### src/rtl/jbp_pkg.sv
// jbp_pkg: shared types and constants for the jpeg bit packer
// controller states, datapath command and status structs
// no dependencies
package jbp_pkg;

    localparam int MAX_FIELD_BITS_DEF = 32;

    localparam logic [7:0] BYTE_FF   = 8'hFF;
    localparam logic [7:0] BYTE_STUF = 8'h00;

    typedef enum logic [1:0] {
        ST_IDLE,
        ST_FLUSH,
        ST_EMIT,
        ST_STUFF
    } state_t;

    typedef enum logic [1:0] {
        EMIT_NONE,
        EMIT_FLUSH,
        EMIT_DATA,
        EMIT_STUFF
    } emit_t;

    typedef struct packed {
        logic  load;
        emit_t emit;
        logic  last;
    } cmd_t;

    typedef struct packed {
        logic ld_flush;
        logic ld_bytes_nz;
        logic flush_ff;
        logic top_stuff;
        logic bytes_nz;
        logic bytes_one;
        logic out_free;
    } status_t;

endpackage

### src/rtl/jbp_ctrl.sv
// jbp_ctrl: sequencer for the jpeg bit packer
// walks flush byte, data bytes and stuffing bytes; uses jbp_pkg
module jbp_ctrl
(
    input  logic             clk,
    input  logic             rst_n,
    input  logic             s_tvalid,
    output logic             s_tready,
    input  jbp_pkg::status_t status,
    output jbp_pkg::cmd_t    cmd
);

    jbp_pkg::state_t state_reg;
    jbp_pkg::state_t state_next;

    always_ff @(posedge clk or negedge rst_n)
    begin
        if (!rst_n)
        begin
            state_reg <= jbp_pkg::ST_IDLE;
        end
        else
        begin
            state_reg <= state_next;
        end
    end

    always_comb
    begin
        state_next = state_reg;
        case (state_reg)
            jbp_pkg::ST_IDLE:
            begin
                if (s_tvalid)
                begin
                    if (status.ld_flush)
                        state_next = jbp_pkg::ST_FLUSH;
                    else if (status.ld_bytes_nz)
                        state_next = jbp_pkg::ST_EMIT;
                end
            end
            jbp_pkg::ST_FLUSH:
            begin
                if (status.out_free)
                begin
                    if (status.flush_ff)
                        state_next = jbp_pkg::ST_STUFF;
                    else if (status.bytes_nz)
                        state_next = jbp_pkg::ST_EMIT;
                    else
                        state_next = jbp_pkg::ST_IDLE;
                end
            end
            jbp_pkg::ST_EMIT:
            begin
                if (status.out_free)
                begin
                    if (status.top_stuff)
                        state_next = jbp_pkg::ST_STUFF;
                    else if (status.bytes_one)
                        state_next = jbp_pkg::ST_IDLE;
                end
            end
            jbp_pkg::ST_STUFF:
            begin
                // byte count was already decremented by the data beat
                if (status.out_free)
                begin
                    if (status.bytes_nz)
                        state_next = jbp_pkg::ST_EMIT;
                    else
                        state_next = jbp_pkg::ST_IDLE;
                end
            end
            default:
            begin
                state_next = jbp_pkg::ST_IDLE;
            end
        endcase
    end

    always_comb
    begin
        s_tready  = 1'b0;
        cmd.load  = 1'b0;
        cmd.emit  = jbp_pkg::EMIT_NONE;
        cmd.last  = 1'b0;
        case (state_reg)
            jbp_pkg::ST_IDLE:
            begin
                s_tready = 1'b1;
                cmd.load = s_tvalid;
            end
            jbp_pkg::ST_FLUSH:
            begin
                if (status.out_free)
                begin
                    cmd.emit = jbp_pkg::EMIT_FLUSH;
                    cmd.last = !status.flush_ff && !status.bytes_nz;
                end
            end
            jbp_pkg::ST_EMIT:
            begin
                if (status.out_free)
                begin
                    cmd.emit = jbp_pkg::EMIT_DATA;
                    cmd.last = !status.top_stuff && status.bytes_one;
                end
            end
            jbp_pkg::ST_STUFF:
            begin
                if (status.out_free)
                begin
                    cmd.emit = jbp_pkg::EMIT_STUFF;
                    cmd.last = !status.bytes_nz;
                end
            end
            default:
            begin
                s_tready = 1'b0;
            end
        endcase
    end

    // a stalled output freezes the sequencer
    a_hold_on_stall: assert property (@(posedge clk) disable iff (!rst_n)
        (state_reg != jbp_pkg::ST_IDLE) && !status.out_free |=> state_reg == $past(state_reg))
        else $error("sequencer moved while output stalled");

    // a beat is only written into a free output slot
    a_emit_free: assert property (@(posedge clk) disable iff (!rst_n)
        (cmd.emit != jbp_pkg::EMIT_NONE) |-> status.out_free)
        else $error("beat written into occupied output slot");

    // data beats only while whole bytes remain
    a_emit_has_byte: assert property (@(posedge clk) disable iff (!rst_n)
        (state_reg == jbp_pkg::ST_EMIT) |-> status.bytes_nz)
        else $error("data state with no bytes left");

endmodule

### src/rtl/jbp_datapath.sv
// jbp_datapath: bit accumulator, pending bits and output register
// driven by jbp_ctrl commands; uses jbp_pkg
module jbp_datapath
#(
    parameter int MAX_FIELD_BITS = jbp_pkg::MAX_FIELD_BITS_DEF
)
(
    input  logic             clk,
    input  logic             rst_n,
    input  logic             command,
    input  logic [31:0]      bits_value,
    input  logic [5:0]       bit_count,
    input  logic             marker_write,
    output logic             m_tvalid,
    input  logic             m_tready,
    output logic [7:0]       out_byte,
    output logic             last_of_run,
    input  jbp_pkg::cmd_t    cmd,
    output jbp_pkg::status_t status
);

    localparam int AW = MAX_FIELD_BITS + 7;
    localparam int CW = $clog2(AW + 1);
    localparam int BW = CW - 3;

    // acc_reg holds the complete bytes of the item, left aligned
    logic [AW-1:0] acc_reg;
    logic [AW-1:0] acc_next;
    logic [BW-1:0] bytes_reg;
    logic [BW-1:0] bytes_next;
    logic          marker_reg;
    logic [7:0]    flush_byte_reg;
    logic [6:0]    pend_bits_reg;
    logic [6:0]    pend_bits_next;
    logic [2:0]    pend_cnt_reg;
    logic [2:0]    pend_cnt_next;
    logic          out_valid_reg;
    logic          out_valid_next;
    logic [7:0]    out_byte_reg;
    logic [7:0]    out_byte_next;
    logic          out_last_reg;

    logic [5:0]    count_c;
    logic [31:0]   val_masked;
    logic [6:0]    eff_pb;
    logic [2:0]    eff_pc;
    logic [AW-1:0] combined;
    logic [CW-1:0] cnt_total;
    logic [CW-1:0] align_sh;
    logic [7:0]    flush_byte;
    logic          is_flush;
    logic [7:0]    top_byte;

    always_comb
    begin
        is_flush   = command;
        count_c    = (bit_count > 6'(MAX_FIELD_BITS)) ? 6'(MAX_FIELD_BITS) : bit_count;
        val_masked = bits_value & ~(32'hFFFF_FFFF << count_c);
        // a marker write drops the pending bits after flushing them
        eff_pb     = marker_write ? 7'd0 : pend_bits_reg;
        eff_pc     = marker_write ? 3'd0 : pend_cnt_reg;
        combined   = (AW'(eff_pb) << count_c) | AW'(val_masked[MAX_FIELD_BITS-1:0]);
        cnt_total  = is_flush ? CW'(0) : CW'(eff_pc) + CW'(count_c);
        align_sh   = CW'(AW) - cnt_total;
        flush_byte = 8'({1'b0, pend_bits_reg} << (4'd8 - {1'b0, pend_cnt_reg}));
        top_byte   = acc_reg[AW-1 -: 8];
    end

    always_comb
    begin
        acc_next       = acc_reg;
        bytes_next     = bytes_reg;
        pend_bits_next = pend_bits_reg;
        pend_cnt_next  = pend_cnt_reg;
        if (cmd.load)
        begin
            acc_next   = combined << align_sh;
            bytes_next = BW'(cnt_total >> 3);
            if (is_flush)
            begin
                pend_bits_next = 7'd0;
                pend_cnt_next  = 3'd0;
            end
            else
            begin
                pend_bits_next = combined[6:0] & ~(7'h7F << cnt_total[2:0]);
                pend_cnt_next  = cnt_total[2:0];
            end
        end
        else if (cmd.emit == jbp_pkg::EMIT_DATA)
        begin
            acc_next   = acc_reg << 8;
            bytes_next = bytes_reg - BW'(1);
        end
    end

    always_comb
    begin
        out_byte_next  = out_byte_reg;
        out_valid_next = out_valid_reg && !m_tready;
        case (cmd.emit)
            jbp_pkg::EMIT_FLUSH:
            begin
                out_byte_next  = flush_byte_reg;
                out_valid_next = 1'b1;
            end
            jbp_pkg::EMIT_DATA:
            begin
                out_byte_next  = top_byte;
                out_valid_next = 1'b1;
            end
            jbp_pkg::EMIT_STUFF:
            begin
                out_byte_next  = jbp_pkg::BYTE_STUF;
                out_valid_next = 1'b1;
            end
            default:
            begin
                out_byte_next = out_byte_reg;
            end
        endcase
    end

    always_ff @(posedge clk or negedge rst_n)
    begin
        if (!rst_n)
        begin
            pend_bits_reg <= 7'd0;
            pend_cnt_reg  <= 3'd0;
            bytes_reg     <= '0;
            out_valid_reg <= 1'b0;
        end
        else
        begin
            pend_bits_reg <= pend_bits_next;
            pend_cnt_reg  <= pend_cnt_next;
            bytes_reg     <= bytes_next;
            out_valid_reg <= out_valid_next;
        end
    end

    always_ff @(posedge clk)
    begin
        acc_reg      <= acc_next;
        out_byte_reg <= out_byte_next;
        if (cmd.load)
        begin
            marker_reg     <= marker_write && !is_flush;
            flush_byte_reg <= flush_byte;
        end
        if (cmd.emit != jbp_pkg::EMIT_NONE)
        begin
            out_last_reg <= cmd.last;
        end
    end

    always_comb
    begin
        status.ld_flush    = (is_flush || marker_write) && (pend_cnt_reg != 3'd0);
        status.ld_bytes_nz = (cnt_total >> 3) != CW'(0);
        status.flush_ff    = flush_byte_reg == jbp_pkg::BYTE_FF;
        status.top_stuff   = !marker_reg && (top_byte == jbp_pkg::BYTE_FF);
        status.bytes_nz    = bytes_reg != BW'(0);
        status.bytes_one   = bytes_reg == BW'(1);
        status.out_free    = !out_valid_reg || m_tready;
    end

    assign m_tvalid    = out_valid_reg;
    assign out_byte    = out_byte_reg;
    assign last_of_run = out_last_reg;

    // zero padding never yields a byte that needs stuffing
    a_pad_low_zero: assert property (@(posedge clk) disable iff (!rst_n)
        (cmd.emit == jbp_pkg::EMIT_FLUSH) |-> !status.flush_ff)
        else $error("padded flush byte is 0xff");

endmodule

### src/rtl/jpeg_bit_packer_byte_stuffing_unit.sv
// jpeg_bit_packer_byte_stuffing_unit: top level of the jpeg entropy bit packer
// instantiates jbp_ctrl and jbp_datapath; uses jbp_pkg
//
// usage:
//   slave channel s_*: one beat per command. tuser selects write bits (0)
//   or flush partial byte (1) and flags a marker write; tdata carries the
//   code bits and their count. write beats append bits msb first to up to
//   seven pending bits; each completed byte goes out on the master channel,
//   a 0xff data byte is followed by a 0x00 stuffing byte. a marker write
//   first flushes the partial byte and its own bytes go out unstuffed.
//   master channel m_*: one output byte per beat, tlast on the final byte
//   caused by an input beat. a beat that completes no byte gives no output.
//   timing: a beat is taken while the sequencer is idle, then its bytes
//   leave one per cycle while the receiver is ready, the first byte
//   passing the state register and then the output register.
//   the byte sequencer is the limit; s_tready is high only between items.
//   a stalled receiver holds the output register and the sequencer;
//   the next input beat is still taken while the last byte waits.
//   reset clears the pending bits and drops any output beat.
module jpeg_bit_packer_byte_stuffing_unit
#(
    parameter int MAX_FIELD_BITS = jbp_pkg::MAX_FIELD_BITS_DEF
)
(
    input  logic        clk,
    input  logic        rst_n,
    input  logic        s_tvalid,
    output logic        s_tready,
    input  logic [39:0] s_tdata,   // [31:0] bits_value, [37:32] bit_count, [39:38] zero
    input  logic [1:0]  s_tuser,   // [0] command, [1] marker_write
    output logic        m_tvalid,
    input  logic        m_tready,
    output logic [7:0]  m_tdata,   // [7:0] out_byte
    output logic        m_tlast
);

    jbp_pkg::cmd_t    cmd;
    jbp_pkg::status_t status;

    jbp_ctrl u_ctrl
    (
        .clk      (clk),
        .rst_n    (rst_n),
        .s_tvalid (s_tvalid),
        .s_tready (s_tready),
        .status   (status),
        .cmd      (cmd)
    );

    jbp_datapath
    #(
        .MAX_FIELD_BITS (MAX_FIELD_BITS)
    )
    u_datapath
    (
        .clk          (clk),
        .rst_n        (rst_n),
        .command      (s_tuser[0]),
        .bits_value   (s_tdata[31:0]),
        .bit_count    (s_tdata[37:32]),
        .marker_write (s_tuser[1]),
        .m_tvalid     (m_tvalid),
        .m_tready     (m_tready),
        .out_byte     (m_tdata),
        .last_of_run  (m_tlast),
        .cmd          (cmd),
        .status       (status)
    );

endmodule

### config.mk
export PLATFORM = sky130hd
export DESIGN_NAME = jpeg_bit_packer_byte_stuffing_unit
export DESIGN_NICKNAME = d
export VERILOG_FILES = /design/src/rtl/jbp_pkg.sv /design/src/rtl/jbp_ctrl.sv /design/src/rtl/jbp_datapath.sv /design/src/rtl/jpeg_bit_packer_byte_stuffing_unit.sv
export SDC_FILE = /design/constraint.sdc
export NUM_CORES = 1
export LEC_CHECK = 0
export BUFFER_PORTS_ARGS = -buffer_cell sky130_fd_sc_hd__buf_2
export CAP_MARGIN = 10
export CORE_ASPECT_RATIO = 0.8
export CORE_MARGIN = 2
export CORE_UTILIZATION = 35
export CTS_CLUSTER_SIZE = 10
export DETAILED_ROUTE_END_ITERATION = 7
export GPL_ROUTABILITY_DRIVEN = 0
export SETUP_SLACK_MARGIN = 0.02
export SLEW_MARGIN = 10
export SYNTH_ARGS = -nofsm -noshare
export SYNTH_HDL_FRONTEND = slang
export SYNTH_SLANG_ARGS = --single-unit
### constraint.sdc
create_clock -name clk -period 4.85 [get_ports clk]
set_input_delay 0.97 -clock clk [delete_from_list [all_inputs] [get_ports clk]]
set_output_delay 0.97 -clock clk [all_outputs]
set_load 0.02 [all_outputs]
==> metrics.md <==
| Metric | Value |
|---|---|
| Outcome | completed |
| Worst-path clk slew | 0.06 ns |
| Top Ports | 57 |
| Reg2reg setup slack | 0.61 ns |
| Dpl hpwl | 23,900 µm |
| Area grow syn2layout | 13.6% |
| Clk_skew | 0.00830 ns |
| Initial antenna violation count | 0 |
| Mapped Area | 8070 µm² |
| Commonest non-fill, non-tap cell in the layout | nand2_1 |
| Final worst-path cycle share | 0.895 |
| Synth warnings | 0 |
| Grt met1 use | 0.372 |
| RSZ-0062 raised after global routing | false |
| Pin count of the biggest net entering global routing | 54 |
| Fin. Hold Viols | 0 |
| IO buf count | 54 |
| RR Startpoint | u_datapath.pend_cnt_reg[0]$_DFFE_PN0P_ |
| Initial Util | 0.358 |
| Static leakage | about 3.3 nW |
| Worst setup path class | input port to flip-flop |
| Core area | 22,600 µm² |
| Post-Syn Instances | just over 1,000 |
| Post-cts sizing count | 0 |
| Clk Latency, worst-skew pair | 0.33 ns |
| CTS Hold Bufs | 0 |
| Peak supply drop | approximately 190 µV |
| Seq/Total Area, Yosys | 0.262 |
| Pwr Density | 463 nW/µm² |
| Gr busiest metal | met1 |
| F_max | 230 MHz |
| Critical Path Start | s_tdata[37] |
| Vias in the first global route | 8,059 |
| R2R depth | 12 |
| Cell variety after synth | 109 |
| Worst path required time | 4.92 ns |
| DRT Pass-1 Iters | 7 |
| WP data arrival | around 4.4 ns |
| Overall routed net length | 31,400 µm |
| First-pass GRT wire length | 47,900 µm |
| Worst Setup End Kind | flip-flop |
| CTS Root Cell | clkbuf_16 |
| Mean number of vias per cell | 6.59 |
| Fin cells | 1,370 |
| Die area | 24,300 µm² |
| Total GRT Usage | 0.253 |
| Setup_tns | 0 ns |
| Slew HR | 0.397 |
| 1st-iter DRT viols | 1,429 |
| H-tree depth | 3 |
| Bufs on Longest Clock Path | 2 |
| Met3 GRT Util | 0.0844 |
| Seq cells post-synth | 73 |
| Ys async rst share | 0.219 |
| Die Wd | 174 µm |
| Antenna-violating nets left | 0 |
| Post-synth top flop | edfxtp_1 |
| Mean Syn Cell Area | 7.92 µm² |
| Final min period | approximately 4.3 ns |
| Drc violations | 0 |
| Largest register FFs | 39 |
| Post-Syn Nets | 1,075 |
| CTS Buf Count | 9 |
| Layout Nets | about 1,100 |
| R2r endpoint | u_datapath.acc_reg[33]$_DFFE_PP_ |
| Post-synth EDFFs | 57 |
| Clk sink count | between 70 and 80 |
| Post-place setup slack | 0.304 ns |
| Tot Pwr | 4.24 mW |
| Grt total ovfl | 0 |
| Placement Rows | 49 |
| Setup violations, final | 0 |
| Most frequent cells in the layout | nand2_1, nor2_1, o21ai_0 |
| CTS tree | done |
| Vert. Die Dim | 140 µm |
| Critical path endpoint | u_datapath.acc_reg[33]$_DFFE_PP_ |
| Post-route cell area | 9170 µm² |
| Hold crit path type | flip-flop to flip-flop |
| Layout cell share with drive strength beyond 1 | 0.180 |
| CP Launch Type | input port |
| Vias | 9,022 |
| Max-cap violations | 0 |
| Met2 Usage GRT | 0.356 |
| ANT cells | 0 |
| Worst-Margin Slew | between 0.9 and 1 ns |
| Avg WL per Cell | 22.9 µm |
| CP Max Fanout | 15 |
| Worst setup margin | 0.510 ns |
| Slew Limit Fails | 0 |
| Dpl cell area | 8830 µm² |
| Post-CTS setup buffers | 0 |
| Placed cell count | 1,354 |
## metal layers
layer	part of all wire	wire, µm	up-vias
li1	-	-	4039
met2	0.40	12500	636
met3	0.14	4450	74
met4	0.021	649	0
met5	0	0	-
met1	0.44	13800	4273
## where the power goes
| group | leakage, nW | switching (mW) | internal, mW |
|---|---|---|---|
| Sequential | 0.779 | 0.194 | 1.09 |
| Clock | 0.161 | 0.273 | 0.485 |
| Combinational | 2.40 | 1.42 | 0.779 |
## cell usage after synthesis, types with 12 or more instances
master / n / area share
o211ai_1: 19 / 0.018
dfrtp_1: 16 / 0.050
o31ai_1: 13 / 0.012
nor2b_1: 17 / 0.013
inv_1: 21 / 0.0098
o21a_1: 12 / 0.011
nand4_1: 13 / 0.010
nand2_1: 123 / 0.057
a21oi_1: 48 / 0.030
nand2b_1: 23 / 0.018
a211oi_1: 29 / 0.027
nor3_1: 35 / 0.022
clkbuf_1: 50 / 0.023
a22oi_1: 12 / 0.011
o21ai_1: 15 / 0.0093
mux2i_1: 25 / 0.031
nand3_1: 22 / 0.014
a31oi_1: 17 / 0.013
buf_2: 24 / 0.015
o21ai_0: 71 / 0.044
edfxtp_1: 57 / 0.21
mux2_2: 14 / 0.020
nor2_1: 88 / 0.041
## cells by family (layout without fill, tap and decap cells)
family / after synthesis / in the layout / synth area share
buffers and inverters: 113 / 158 / 0.0626
AO/OA/AOI/OAI: 384 / 384 / 0.352
flip-flops: 73 / 73 / 0.262
adder cells (fa/ha/maj): 11 / 11 / 0.0177
AND/OR/NAND/NOR: 389 / 389 / 0.238
XOR/XNOR: 7 / 7 / 0.00930
multiplexers: 42 / 42 / 0.0594
## cell type report
class,instances,area [µm²]
clock inverter,5,85.1
tap,306,383
fill,2382,13400
clock buffer,11,254
timing repair buffer,118,763
sequential,73,2110
multi-input combinational,833,5480
inverter,24,92.6
## per-stage QoR
step / hold WS [ns] / util
after floorplan: 0.491 / -
after global placement: 0.498 / 0.391
after detailed placement: 0.512 / 0.391
after CTS: 0.526 / 0.406
after global routing: 0.546 / 0.406
final: 0.521 / 0.406
## how the worst min path moves through the flow
stage | from | to | slack (ns) | depth (start not counted)
after floorplan | u_datapath.acc_reg[0]$_SDFFCE_PP0P_ | u_datapath.acc_reg[8]$_DFFE_PP_ | 0.49 | 2
after global placement | u_datapath.acc_reg[0]$_SDFFCE_PP0P_ | u_datapath.acc_reg[8]$_DFFE_PP_ | 0.50 | 2
after detailed placement | u_datapath.acc_reg[0]$_SDFFCE_PP0P_ | u_datapath.acc_reg[8]$_DFFE_PP_ | 0.51 | 2
after CTS | u_datapath.acc_reg[0]$_SDFFCE_PP0P_ | u_datapath.acc_reg[8]$_DFFE_PP_ | 0.53 | 2
after global routing | u_datapath.acc_reg[0]$_SDFFCE_PP0P_ | u_datapath.acc_reg[8]$_DFFE_PP_ | 0.55 | 2
final | u_datapath.acc_reg[0]$_SDFFCE_PP0P_ | u_datapath.acc_reg[8]$_DFFE_PP_ | 0.52 | 2
## worst max-delay path, stage by stage
cell,delay [ns]
buf_2,0.12
nand2b_4,0.17
inv_4,0.06
ha_1,0.15
inv_1,0.06
fa_1,0.63
or2_2,0.49
nand2_1,0.37
o21ai_0,0.17
nor3_1,0.39
a21oi_1,0.25
o221ai_1,0.43
a31oi_1,0.15
(Power assumes the default switching activity.)
